===== config.mk =====
export PLATFORM = sky130hd
export DESIGN_NAME = block_buffer_cache_lru_flat
export DESIGN_NICKNAME = d
export VERILOG_FILES = /design/src/hw/rtl/bbc_pkg.sv /design/src/hw/rtl/bbc_req_if.sv /design/src/hw/rtl/bbc_rsp_if.sv /design/src/hw/rtl/bbc_ctrl.sv /design/src/hw/rtl/bbc_datapath.sv /design/src/hw/rtl/block_buffer_cache_lru.sv /design/src/flat_wrapper.sv
export VERILOG_INCLUDE_DIRS = /design/src /design/src/hw/rtl
export SDC_FILE = /design/constraint.sdc
export NUM_CORES = 1
export LEC_CHECK = 0
export BUFFER_PORTS_ARGS = -buffer_cell sky130_fd_sc_hd__buf_2
export CORE_ASPECT_RATIO = 1.1
export CORE_UTILIZATION = 55
export CTS_CLUSTER_SIZE = 24
export DETAILED_ROUTE_END_ITERATION = 7
export PLACE_DENSITY = 0.73
export SLEW_MARGIN = 40
export SYNTH_ARGS = -nofsm -noshare
export SYNTH_HDL_FRONTEND = slang
export SYNTH_HIERARCHICAL = 1
export SYNTH_SLANG_ARGS = --single-unit

===== constraint.sdc =====
create_clock -name clock -period 5.1 [get_ports clock]
set_input_delay 0 -clock clock [delete_from_list [all_inputs] [get_ports clock]]
set_output_delay 0 -clock clock [all_outputs]
set_load 0.03 [all_outputs]

===== src/hw/rtl/block_buffer_cache_lru_defines.svh =====
// ----------------------------------------------------------------------------
// block_buffer_cache_lru_defines
// Assertion macros shared by the buffer cache RTL. They expect signals named
// clock and reset in the module that uses them.
// ----------------------------------------------------------------------------
`ifndef BLOCK_BUFFER_CACHE_LRU_DEFINES_SVH
`define BLOCK_BUFFER_CACHE_LRU_DEFINES_SVH

`ifndef SYNTHESIS

// same-cycle implication
`define BBC_ASSERT_IMP(lbl, ante, cons) \
   lbl: assert property (@(posedge clock) disable iff (reset) (ante) |-> (cons)) \
      else $error("bbc: same-cycle check failed");

// next-cycle implication
`define BBC_ASSERT_NXT(lbl, ante, cons) \
   lbl: assert property (@(posedge clock) disable iff (reset) (ante) |=> (cons)) \
      else $error("bbc: next-cycle check failed");

`else

`define BBC_ASSERT_IMP(lbl, ante, cons)
`define BBC_ASSERT_NXT(lbl, ante, cons)

`endif

`endif


===== src/hw/rtl/bbc_pkg.sv =====
// ----------------------------------------------------------------------------
// bbc_pkg
// Types and constants of the buffer cache tag and replacement block.
// ----------------------------------------------------------------------------
package bbc_pkg;

   // field widths
   localparam int KIND_W     = 2;
   localparam int BLOCK_W    = 16;
   localparam int SEL_W      = 4;
   localparam int CSR_ADDR_W = 3;
   localparam int CSR_DATA_W = 32;

   // register map: one register, max_block, at byte address 0
   localparam logic CSR_IDX_MAX_BLOCK = 1'b0;
   localparam logic [BLOCK_W-1:0] MAX_BLOCK_RESET = 16'd2017;

   // access kinds
   typedef enum logic [KIND_W-1:0] {
      KIND_READ    = 2'd0,
      KIND_WRITE   = 2'd1,
      KIND_PIN     = 2'd2,
      KIND_RELEASE = 2'd3
   } kind_type;

   // controller states
   typedef enum logic [1:0] {
      ST_IDLE,
      ST_DECIDE,
      ST_SCAN,
      ST_COMMIT
   } state_type;

   // controller to datapath
   typedef struct packed {
      logic capture;
      logic decide;
      logic scan_step;
      logic commit;
   } cmd_type;

   // datapath to controller
   typedef struct packed {
      logic need_scan;
      logic scan_done;
      logic out_free;
   } status_type;

endpackage


===== src/hw/rtl/bbc_req_if.sv =====
// ----------------------------------------------------------------------------
// bbc_req_if
// Access request channel: valid/ready handshake with the request fields.
// ----------------------------------------------------------------------------
interface bbc_req_if;
   logic                         valid;
   logic                         ready;
   logic [bbc_pkg::KIND_W-1:0]   kind;
   logic [bbc_pkg::BLOCK_W-1:0]  block_number;
   logic [bbc_pkg::SEL_W-1:0]    entry_select;

   modport source (output valid, kind, block_number, entry_select, input ready);
   modport sink   (input valid, kind, block_number, entry_select, output ready);
endinterface


===== src/hw/rtl/bbc_rsp_if.sv =====
// ----------------------------------------------------------------------------
// bbc_rsp_if
// Access result channel: valid/ready handshake with the result fields.
// ----------------------------------------------------------------------------
interface bbc_rsp_if;
   logic                       valid;
   logic                       ready;
   logic [bbc_pkg::SEL_W-1:0]  entry_index;
   logic                       hit;
   logic                       device_read;
   logic                       device_write;
   logic                       error;

   modport source (output valid, entry_index, hit, device_read, device_write, error,
                   input ready);
   modport sink   (input valid, entry_index, hit, device_read, device_write, error,
                   output ready);
endinterface


===== src/hw/rtl/bbc_ctrl.sv =====
// ----------------------------------------------------------------------------
// bbc_ctrl
// Controller: sequences capture, lookup decision, victim scan and commit.
// ----------------------------------------------------------------------------
module bbc_ctrl (
   input  logic                 clock,
   input  logic                 reset,
   input  logic                 req_valid,
   output logic                 req_ready,
   input  bbc_pkg::status_type  st,
   output bbc_pkg::cmd_type     cmd
);

   bbc_pkg::state_type state_ff, state_in;

   // state register
   always_ff @(posedge clock) begin
      if (reset) begin
         state_ff <= bbc_pkg::ST_IDLE;
      end else begin
         state_ff <= state_in;
      end
   end

   // next state and commands
   always_comb begin
      state_in  = state_ff;
      cmd       = '0;
      req_ready = 1'b0;
      case (state_ff)
         bbc_pkg::ST_IDLE: begin
            req_ready = 1'b1;
            if (req_valid) begin
               cmd.capture = 1'b1;
               state_in    = bbc_pkg::ST_DECIDE;
            end
         end
         bbc_pkg::ST_DECIDE: begin
            cmd.decide = 1'b1;
            state_in   = st.need_scan ? bbc_pkg::ST_SCAN : bbc_pkg::ST_COMMIT;
         end
         bbc_pkg::ST_SCAN: begin
            cmd.scan_step = 1'b1;
            if (st.scan_done) begin
               state_in = bbc_pkg::ST_COMMIT;
            end
         end
         bbc_pkg::ST_COMMIT: begin
            // hold until the result register can take the item
            if (st.out_free) begin
               cmd.commit = 1'b1;
               state_in   = bbc_pkg::ST_IDLE;
            end
         end
         default: begin
            state_in = bbc_pkg::ST_IDLE;
         end
      endcase
   end

endmodule


===== src/hw/rtl/bbc_datapath.sv =====
// ----------------------------------------------------------------------------
// bbc_datapath
// Datapath: tag lanes, age ranks, pin flags, victim scan, config register
// and the result register.
// ----------------------------------------------------------------------------
module bbc_datapath #(
   parameter int NUM_BUFFERS = 16
) (
   input  logic                               clock,
   input  logic                               reset,
   // request fields
   input  logic [bbc_pkg::KIND_W-1:0]         req_kind,
   input  logic [bbc_pkg::BLOCK_W-1:0]        req_block_number,
   input  logic [bbc_pkg::SEL_W-1:0]          req_entry_select,
   // control
   input  bbc_pkg::cmd_type                   cmd,
   output bbc_pkg::status_type                st,
   // configuration
   input  logic                               csr_wr_en,
   input  logic [bbc_pkg::CSR_ADDR_W-1:0]     csr_addr,
   input  logic [bbc_pkg::CSR_DATA_W-1:0]     csr_wdata,
   output logic [bbc_pkg::CSR_DATA_W-1:0]     csr_rdata,
   // result
   output logic                               rsp_valid,
   input  logic                               rsp_ready,
   output logic [bbc_pkg::SEL_W-1:0]          rsp_entry_index,
   output logic                               rsp_hit,
   output logic                               rsp_device_read,
   output logic                               rsp_device_write,
   output logic                               rsp_error
);

   localparam int IDX_W = $clog2(NUM_BUFFERS);
   localparam logic [IDX_W-1:0] NEWEST = IDX_W'(NUM_BUFFERS - 1);

   // config
   logic [bbc_pkg::BLOCK_W-1:0] max_block_ff;

   // captured request
   bbc_pkg::kind_type            kind_ff;
   logic [bbc_pkg::BLOCK_W-1:0]  blk_ff;
   logic [bbc_pkg::SEL_W-1:0]    sel_ff;

   // decision
   logic [IDX_W-1:0] choice_ff;
   logic             hit_ff;
   logic             err_ff;
   logic             retag_ff;
   logic [IDX_W-1:0] scan_cnt_ff;

   // entry state
   logic [bbc_pkg::BLOCK_W-1:0] tag_ff  [NUM_BUFFERS];
   logic [IDX_W-1:0]            rank_ff [NUM_BUFFERS];
   logic [NUM_BUFFERS-1:0]      valid_ff;
   logic [NUM_BUFFERS-1:0]      pinned_ff;

   // result register
   logic                        rsp_valid_ff;
   logic [bbc_pkg::SEL_W-1:0]   rsp_entry_ff;
   logic                        rsp_hit_ff;
   logic                        rsp_dread_ff;
   logic                        rsp_dwrite_ff;
   logic                        rsp_err_ff;

   // lookup signals
   logic                   is_access;
   logic                   is_pin;
   logic                   is_release;
   logic                   in_range;
   logic [NUM_BUFFERS-1:0] match_vec;
   logic [NUM_BUFFERS-1:0] oldest_vec;
   logic [NUM_BUFFERS-1:0] scan_vec;
   logic [IDX_W-1:0]       match_idx;
   logic [IDX_W-1:0]       empty_idx;
   logic [IDX_W-1:0]       oldest_idx;
   logic [IDX_W-1:0]       scan_idx;
   logic                   match_any;
   logic                   empty_any;
   logic                   scan_hit;
   logic                   scan_last;
   logic                   dec_hit;
   logic [IDX_W-1:0]       dec_choice;
   logic                   sel_ok;
   logic [IDX_W-1:0]       sel_idx;
   logic                   touch;
   logic [IDX_W-1:0]       choice_rank;

   // lowest set bit of a lane vector
   function automatic logic [IDX_W-1:0] lowest_index(input logic [NUM_BUFFERS-1:0] vec);
      logic [IDX_W-1:0] idx;
      idx = '0;
      for (int i = NUM_BUFFERS - 1; i >= 0; i--) begin
         if (vec[i]) begin
            idx = IDX_W'(i);
         end
      end
      return idx;
   endfunction

   // request decode
   assign is_access  = (kind_ff == bbc_pkg::KIND_READ) || (kind_ff == bbc_pkg::KIND_WRITE);
   assign is_pin     = (kind_ff == bbc_pkg::KIND_PIN);
   assign is_release = (kind_ff == bbc_pkg::KIND_RELEASE);
   assign in_range   = (blk_ff <= max_block_ff);
   assign sel_ok     = (32'(sel_ff) < NUM_BUFFERS);
   assign sel_idx    = IDX_W'(sel_ff);

   // per-lane compares
   always_comb begin
      for (int i = 0; i < NUM_BUFFERS; i++) begin
         match_vec[i]  = valid_ff[i] && (tag_ff[i] == blk_ff);
         oldest_vec[i] = (rank_ff[i] == '0);
         scan_vec[i]   = !pinned_ff[i] && (rank_ff[i] == scan_cnt_ff);
      end
   end

   assign match_idx  = lowest_index(match_vec);
   assign empty_idx  = lowest_index(~valid_ff);
   assign oldest_idx = lowest_index(oldest_vec);
   assign scan_idx   = lowest_index(scan_vec);
   assign match_any  = |match_vec;
   assign empty_any  = ~&valid_ff;
   assign scan_hit   = |scan_vec;
   assign scan_last  = (scan_cnt_ff == NEWEST);

   // hit, or else the matching or lowest empty entry
   assign dec_hit    = match_any && (kind_ff == bbc_pkg::KIND_READ);
   assign dec_choice = match_any ? match_idx : empty_idx;

   // status
   assign st.need_scan = is_access && in_range && !match_any && !empty_any;
   assign st.scan_done = scan_hit || scan_last;
   assign st.out_free  = !rsp_valid_ff || rsp_ready;

   // rank of the chosen entry
   always_comb begin
      choice_rank = '0;
      for (int i = 0; i < NUM_BUFFERS; i++) begin
         if (choice_ff == IDX_W'(i)) begin
            choice_rank = choice_rank | rank_ff[i];
         end
      end
   end

   assign touch = hit_ff || retag_ff;

   // request capture, decision and victim scan
   always_ff @(posedge clock) begin
      if (cmd.capture) begin
         kind_ff <= bbc_pkg::kind_type'(req_kind);
         blk_ff  <= req_block_number;
         sel_ff  <= req_entry_select;
      end
      if (cmd.decide) begin
         err_ff      <= is_access && !in_range;
         hit_ff      <= is_access && in_range && dec_hit;
         retag_ff    <= is_access && in_range && !dec_hit;
         choice_ff   <= dec_choice;
         scan_cnt_ff <= '0;
      end
      // oldest unpinned entry by rank order, else the oldest entry overall
      if (cmd.scan_step) begin
         choice_ff   <= scan_hit ? scan_idx : oldest_idx;
         scan_cnt_ff <= scan_cnt_ff + 1'b1;
      end
   end

   // config register, valid, pin and age state
   always_ff @(posedge clock) begin
      if (reset) begin
         max_block_ff <= bbc_pkg::MAX_BLOCK_RESET;
         valid_ff     <= '0;
         pinned_ff    <= '0;
         for (int i = 0; i < NUM_BUFFERS; i++) begin
            rank_ff[i] <= IDX_W'(i);
         end
      end else begin
         if (csr_wr_en && (csr_addr[bbc_pkg::CSR_ADDR_W-1] == bbc_pkg::CSR_IDX_MAX_BLOCK)) begin
            max_block_ff <= csr_wdata[bbc_pkg::BLOCK_W-1:0];
         end
         if (cmd.commit) begin
            for (int i = 0; i < NUM_BUFFERS; i++) begin
               if (sel_ok && (sel_idx == IDX_W'(i))) begin
                  if (is_pin) begin
                     pinned_ff[i] <= 1'b1;
                  end
                  if (is_release) begin
                     pinned_ff[i] <= 1'b0;
                     valid_ff[i]  <= 1'b0;
                  end
               end
               if (retag_ff && (choice_ff == IDX_W'(i))) begin
                  valid_ff[i] <= 1'b1;
               end
               // chosen entry becomes newest, younger ones close the gap
               if (touch) begin
                  if (choice_ff == IDX_W'(i)) begin
                     rank_ff[i] <= NEWEST;
                  end else if (rank_ff[i] > choice_rank) begin
                     rank_ff[i] <= rank_ff[i] - 1'b1;
                  end
               end
            end
         end
      end
   end

   // tag write on retag
   always_ff @(posedge clock) begin
      if (cmd.commit && retag_ff) begin
         tag_ff[choice_ff] <= blk_ff;
      end
   end

   // result register
   always_ff @(posedge clock) begin
      if (reset) begin
         rsp_valid_ff <= 1'b0;
      end else if (cmd.commit) begin
         rsp_valid_ff <= 1'b1;
      end else if (rsp_ready) begin
         rsp_valid_ff <= 1'b0;
      end
   end

   always_ff @(posedge clock) begin
      if (cmd.commit) begin
         if (!is_access) begin
            rsp_entry_ff <= sel_ff;
         end else if (err_ff) begin
            rsp_entry_ff <= '0;
         end else begin
            rsp_entry_ff <= bbc_pkg::SEL_W'(choice_ff);
         end
         rsp_hit_ff    <= hit_ff;
         rsp_dread_ff  <= retag_ff && (kind_ff == bbc_pkg::KIND_READ);
         rsp_dwrite_ff <= retag_ff && (kind_ff == bbc_pkg::KIND_WRITE);
         rsp_err_ff    <= err_ff;
      end
   end

   // config read-back
   assign csr_rdata = (csr_addr[bbc_pkg::CSR_ADDR_W-1] == bbc_pkg::CSR_IDX_MAX_BLOCK)
                    ? bbc_pkg::CSR_DATA_W'(max_block_ff) : '0;

   assign rsp_valid        = rsp_valid_ff;
   assign rsp_entry_index  = rsp_entry_ff;
   assign rsp_hit          = rsp_hit_ff;
   assign rsp_device_read  = rsp_dread_ff;
   assign rsp_device_write = rsp_dwrite_ff;
   assign rsp_error        = rsp_err_ff;

endmodule


===== src/hw/rtl/block_buffer_cache_lru.sv =====
// ----------------------------------------------------------------------------
// block_buffer_cache_lru
// Tag store and LRU replacement of a disk block buffer cache.
//
//   channel   direction  handshake          contents
//   req_bus   in         valid/ready        kind, block_number, entry_select
//   rsp_bus   out        valid/ready        entry_index, hit, device_read,
//                                           device_write, error
//   csr_*     in/out     APB, pready high   max_block at byte address 0
//
// One item at a time: accept, decide, commit when the block matches or an
// empty entry exists, and for pin, release and errors.
// Eviction adds a rank scan between decide and commit: one rank per cycle,
// oldest first, until an unpinned entry holds it or the newest rank is reached.
// A finished item waits in the result register; the commit stalls while it
// is still untaken. Synchronous active-high reset empties all entries.
// ----------------------------------------------------------------------------
`include "block_buffer_cache_lru_defines.svh"

module block_buffer_cache_lru #(
   parameter int NUM_BUFFERS = 16
) (
   input  logic                              clock,
   input  logic                              reset,
   bbc_req_if.sink                           req_bus,
   bbc_rsp_if.source                         rsp_bus,
   input  logic                              csr_psel,
   input  logic                              csr_penable,
   input  logic                              csr_pwrite,
   input  logic [bbc_pkg::CSR_ADDR_W-1:0]    csr_paddr,
   input  logic [bbc_pkg::CSR_DATA_W-1:0]    csr_pwdata,
   output logic [bbc_pkg::CSR_DATA_W-1:0]    csr_prdata,
   output logic                              csr_pready
);

   bbc_pkg::cmd_type    cmd;
   bbc_pkg::status_type st;
   logic                csr_wr_en;

   // apb write completes in the access phase
   assign csr_pready = 1'b1;
   assign csr_wr_en  = csr_psel && csr_penable && csr_pwrite;

   bbc_ctrl u_ctrl (
      .clock     (clock),
      .reset     (reset),
      .req_valid (req_bus.valid),
      .req_ready (req_bus.ready),
      .st        (st),
      .cmd       (cmd)
   );

   bbc_datapath #(
      .NUM_BUFFERS (NUM_BUFFERS)
   ) u_datapath (
      .clock            (clock),
      .reset            (reset),
      .req_kind         (req_bus.kind),
      .req_block_number (req_bus.block_number),
      .req_entry_select (req_bus.entry_select),
      .cmd              (cmd),
      .st               (st),
      .csr_wr_en        (csr_wr_en),
      .csr_addr         (csr_paddr),
      .csr_wdata        (csr_pwdata),
      .csr_rdata        (csr_prdata),
      .rsp_valid        (rsp_bus.valid),
      .rsp_ready        (rsp_bus.ready),
      .rsp_entry_index  (rsp_bus.entry_index),
      .rsp_hit          (rsp_bus.hit),
      .rsp_device_read  (rsp_bus.device_read),
      .rsp_device_write (rsp_bus.device_write),
      .rsp_error        (rsp_bus.error)
   );

   // busy after taking an item
   `BBC_ASSERT_NXT(a_busy_after_accept, req_bus.valid && req_bus.ready, !req_bus.ready)
   // never commit over an untaken result
   `BBC_ASSERT_IMP(a_commit_room, cmd.commit, st.out_free)
   // at most one outcome flag per result
   `BBC_ASSERT_IMP(a_rsp_flags, rsp_bus.valid, $onehot0({rsp_bus.hit, rsp_bus.device_read, rsp_bus.device_write, rsp_bus.error}))

endmodule

===== src/flat_wrapper.sv =====
// flat-port wrapper written by rule: the top's interface ports become plain ports
module block_buffer_cache_lru_flat 
#(
   parameter int NUM_BUFFERS = 16
)
  (clock, reset, csr_psel, csr_penable, csr_pwrite, csr_paddr, csr_pwdata, csr_prdata, csr_pready, req_bus_valid, req_bus_kind, req_bus_block_number, req_bus_entry_select, req_bus_ready, rsp_bus_valid, rsp_bus_entry_index, rsp_bus_hit, rsp_bus_device_read, rsp_bus_device_write, rsp_bus_error, rsp_bus_ready);
  bbc_req_if req_bus_i ();
  bbc_rsp_if rsp_bus_i ();
  input  logic clock;
  input  logic reset;
  input  logic csr_psel;
  input  logic csr_penable;
  input  logic csr_pwrite;
  input  logic [bbc_pkg::CSR_ADDR_W-1:0] csr_paddr;
  input  logic [bbc_pkg::CSR_DATA_W-1:0] csr_pwdata;
  output logic [bbc_pkg::CSR_DATA_W-1:0] csr_prdata;
  output logic csr_pready;
  input wire logic [$bits(req_bus_i.valid)-1:0] req_bus_valid;
  input wire logic [$bits(req_bus_i.kind)-1:0] req_bus_kind;
  input wire logic [$bits(req_bus_i.block_number)-1:0] req_bus_block_number;
  input wire logic [$bits(req_bus_i.entry_select)-1:0] req_bus_entry_select;
  output wire logic [$bits(req_bus_i.ready)-1:0] req_bus_ready;
  output wire logic [$bits(rsp_bus_i.valid)-1:0] rsp_bus_valid;
  output wire logic [$bits(rsp_bus_i.entry_index)-1:0] rsp_bus_entry_index;
  output wire logic [$bits(rsp_bus_i.hit)-1:0] rsp_bus_hit;
  output wire logic [$bits(rsp_bus_i.device_read)-1:0] rsp_bus_device_read;
  output wire logic [$bits(rsp_bus_i.device_write)-1:0] rsp_bus_device_write;
  output wire logic [$bits(rsp_bus_i.error)-1:0] rsp_bus_error;
  input wire logic [$bits(rsp_bus_i.ready)-1:0] rsp_bus_ready;
  assign req_bus_i.valid = req_bus_valid;
  assign req_bus_i.kind = req_bus_kind;
  assign req_bus_i.block_number = req_bus_block_number;
  assign req_bus_i.entry_select = req_bus_entry_select;
  assign req_bus_ready = req_bus_i.ready;
  assign rsp_bus_valid = rsp_bus_i.valid;
  assign rsp_bus_entry_index = rsp_bus_i.entry_index;
  assign rsp_bus_hit = rsp_bus_i.hit;
  assign rsp_bus_device_read = rsp_bus_i.device_read;
  assign rsp_bus_device_write = rsp_bus_i.device_write;
  assign rsp_bus_error = rsp_bus_i.error;
  assign rsp_bus_i.ready = rsp_bus_ready;
  block_buffer_cache_lru #(.NUM_BUFFERS(NUM_BUFFERS)) u_core (.clock(clock), .reset(reset), .req_bus(req_bus_i), .rsp_bus(rsp_bus_i), .csr_psel(csr_psel), .csr_penable(csr_penable), .csr_pwrite(csr_pwrite), .csr_paddr(csr_paddr), .csr_pwdata(csr_pwdata), .csr_prdata(csr_prdata), .csr_pready(csr_pready));
endmodule

==> impl_metrics.yaml <==
synthesis:
  synthTopCellsByArea: "edfxtp_1 (48%), xnor2_1 (7.3%), xor2_1 (6.4%), ha_1 (5.9%), dfxtp_1 (4.5%)"
  ys_types: 67
  ys_seq_area_frac: 0.525
  synth.most_common_cell: "edfxtp_1"
  synth.top_cell.area_share: 0.479
  async_flop_share: 0
  yosysTopAreaCell: "edfxtp_1"
  yosys_most_used_dff: "edfxtp_1"
  syn_area_um2: 22600
  synth_cells: 2002
  ys_warn_count: 6
  synth_edf_count: 361
  avgSynthCellArea_um2: 11.3
  synth_commonest_cells: "edfxtp_1 (361), xnor2_1 (188), xor2_1 (164)"
  ys_seq_elements: 412
placement:
  hpwlAfterDp_um: 41900
  gp_congestion: 0.991
  port_buffers: 71
floorplan:
  fp.dieW_um: 195
  dieArea_um2: 41900
  start_util: 0.560
  fp.coreArea_um2: 40400
  core.rowCount: 77
  ios: 107
  die_y_um: 215
cts:
  hold_buffers: 50
  ctsLongestPathBuffers: 3
  h-tree-depth: 2
  cts_buffers: 44
  cts.reportedPaths.clkPinSlew_ns: 0.06
  clk_latency_ns: 0.59
  root_buffer: "clkbuf_16"
  cts_tree: "done"
  cts_resized: 0
  cts.sinks: 412
  cts_setup_buffers: 0
route:
  postRouteAntennaNets: 0
  wirelength_um: 60000
  drc_errors: 0
  wire_per_inst_um: 22.2
  dr_total_vias: 16767
  drt-vias-per-instance: 6.20
  initialDrtViolationCount: 1521
  dr.pass1.iters: 6
setup_path:
  end_kind: "register"
  critPathKind: "reg -> reg"
  arrival_ns: 4.65
  crit_chain: "nand2b_1, nor3_1, buf_4, a22oi_1, nand3_1, nor2_2, buf_4, ha_1, nor2b_1, o21a_1, o21a_1, o21ai_0, a21boi_0, nand2b_1"
  critPathRequiredTime_ns: 5.41
  crit_fanout: 13
  max_stage_delay_ns: 0.61
  cpMaxStageDelayCell: "edfxtp_1"
  start_kind: "register"
sta:
  setup_tns_ns: 0
  rsz0062_at_grt: "no"
  period_needed_ns: 4.34
  finalCritPeriodShare: 0.851
  finalHoldViolCount: 0
  skew_ns: 0.0256
  finalSetupViolations: 0
  tightest_slew_ns: 0.940
  slew_violations: 0
  max_freq_mhz: 230
  slew_headroom: 0.368
  holdWs_ns: 0.133
cells_and_area:
  area_growth_pct: 13.3
  antennaDiodeCount: 0
  utilization: 0.635
  nNetsFinal: 2327
  fillCellCount: 3007
  drive_gt1_frac: 0.103
pwr:
  p_leak_nw: 9.09
  ir_drop_v: 0.000388
  power_density_nw_per_um2: 477
  pwr-share-clk: 0.259
  switching_share: 0.368
  p_sw_mw: 4.50
  pwr-share-seq: 0.349
  intPower_mw: 7.72
  comb_power_share: 0.392
flow_run:
  cap_violations: 0
status:
  status: "finished, final reports clean"
global_route:
  grt_pass1_vias: 16537
  grt_start_max_net_pins: 72
  grt_usage: 0.286
  grt_pass1_wl_um: 92500
  antenna_found_initial: 0
  grt-ovfl-total: 0
min_path:
  hold_path_class: "in -> reg"
==> final timing paths <==
| kind | cells after the start | slack [ns] | start | endpoint |
|---|---|---|---|---|
| max | 14 | 0.76 | u_core/u_datapath/choice_ff[1] | u_core/u_datapath/rank_ff[0][16] |
| min | 2 | 0.13 | req_bus_block_number[3] | u_core/u_datapath/blk_ff[3] |
| max reg2reg | 14 | 0.76 | u_core/u_datapath/choice_ff[1] | u_core/u_datapath/rank_ff[0][16] |
| min reg2reg | 2 | 0.47 | u_core/u_datapath/max_block_ff[1] | u_core/u_datapath/max_block_ff[1] |
==> area by class of cell <==
type,count,area (um^2),share of cell area
Clock inverter,20,211,0.00825
Tap cell,513,642,0.0251
Timing Repair Buffer,182,1400,0.0548
Clock buffer,61,1210,0.0474
Inverter,80,300,0.0117
Multi-Input combinational cell,1437,9990,0.390
Sequential cell,412,11900,0.463
==> routing by layer <==
metal	global-route usage	wire length, um	up-vias
li1	-	-	7637
met1	0.357	24000	8223
met2	0.487	29200	737
met3	0.0418	4120	170
met4	0.135	2700	0
met5	0	0	-
==> stage by stage <==
step / setup slack, ns / total power, mW / instances / instance area, um^2
after floorplan: 1.43 / 7.53 / 2017 / 22700
after global placement: 0.776 / 8.65 / 2561 / 23500
after detailed placement: 0.860 / 8.98 / 2574 / 23700
after CTS: 0.840 / 12.2 / 2705 / 25600
after global routing: 0.425 / 12.9 / 2705 / 25600
final: 0.758 / 12.2 / 2705 / 25600
==> flip-flops by register name, summed over array words and instances, names as in the netlist, 2 cells and up <==
signal	flops
u_core/u_ctrl/state_ff	2
u_core/u_datapath/blk_ff	16
u_core/u_datapath/choice_ff	4
u_core/u_datapath/kind_ff	2
u_core/u_datapath/max_block_ff	16
u_core/u_datapath/pinned_ff	16
u_core/u_datapath/rank_ff	64
u_core/u_datapath/rsp_entry_index	4
u_core/u_datapath/scan_cnt_ff	4
u_core/u_datapath/sel_ff	4
u_core/u_datapath/tag_ff	256
u_core/u_datapath/valid_ff	16
==> placed cells by master, fill, tap and decap left out, types with 7 or more instances in the layout <==
| cell | Yosys | routed |
|---|---|---|
| a211o_1 | 9 | 9 |
| a211oi_1 | 7 | 7 |
| a21oi_1 | 78 | 78 |
| a221oi_1 | 11 | 11 |
| a22o_1 | 9 | 9 |
| a22oi_1 | 12 | 12 |
| and3_1 | 7 | 7 |
| and4_1 | 8 | 8 |
| buf_2 | 20 | 71 |
| buf_4 | 27 | 45 |
| buf_6 | 9 | 12 |
| clkbuf_1 | 28 | 12 |
| clkbuf_16 | 0 | 44 |
| clkinv_2 | 0 | 7 |
| conb_1 | 2 | 17 |
| dfxtp_1 | 51 | 51 |
| dlygate4sd3_1 | 0 | 50 |
| edfxtp_1 | 361 | 361 |
| ha_1 | 106 | 106 |
| inv_1 | 80 | 80 |
| nand2_1 | 142 | 142 |
| nand2b_1 | 46 | 46 |
| nand3_1 | 40 | 40 |
| nand3b_1 | 7 | 7 |
| nand4_1 | 84 | 84 |
| nand4b_1 | 15 | 15 |
| nor2_1 | 129 | 126 |
| nor2b_1 | 27 | 27 |
| nor3_1 | 51 | 50 |
| nor3b_1 | 20 | 19 |
| nor4_1 | 73 | 73 |
| nor4b_1 | 8 | 8 |
| o21a_1 | 16 | 16 |
| o21ai_0 | 52 | 52 |
| o22ai_1 | 23 | 23 |
| or3_1 | 8 | 8 |
| xnor2_1 | 188 | 188 |
| xor2_1 | 164 | 164 |
==> logic make-up (layout without fill, tap and decap cells) <==
group	count (synthesis)	count (layout)	share of synthesized area
AND/OR/NAND/NOR	694	694	0.165
flip-flops	412	412	0.525
XOR/XNOR	353	353	0.137
AO/OA/AOI/OAI	267	267	0.0776
buffers and inverters	168	343	0.0370
adder cells (fa/ha/maj)	106	106	0.0587
other	2	17	0.000332
==> critical path, delay by kind of cell, from the launching register on <==
family                   cells  cell delay (ns)
AND/OR/NAND/NOR              6             1.47
AO/OA/AOI/OAI                5             1.22
flip-flops                   1             0.61
buffers and inverters        2             0.50
adder cells (fa/ha/maj)      1             0.26
==> power by group through the flow <==
| stage | logic [mW] | clock network (mW) | registers, mW |
|---|---|---|---|
| after floorplan | 3.31 | 0 | 4.22 |
| after global placement | 4.17 | 0 | 4.47 |
| after detailed placement | 4.65 | 0 | 4.33 |
| after CTS | 4.72 | 3.21 | 4.26 |
| after global routing | 5.28 | 3.34 | 4.28 |
| final | 4.79 | 3.17 | 4.27 |
No activity file was read; power rests on OpenSTA's default activity.
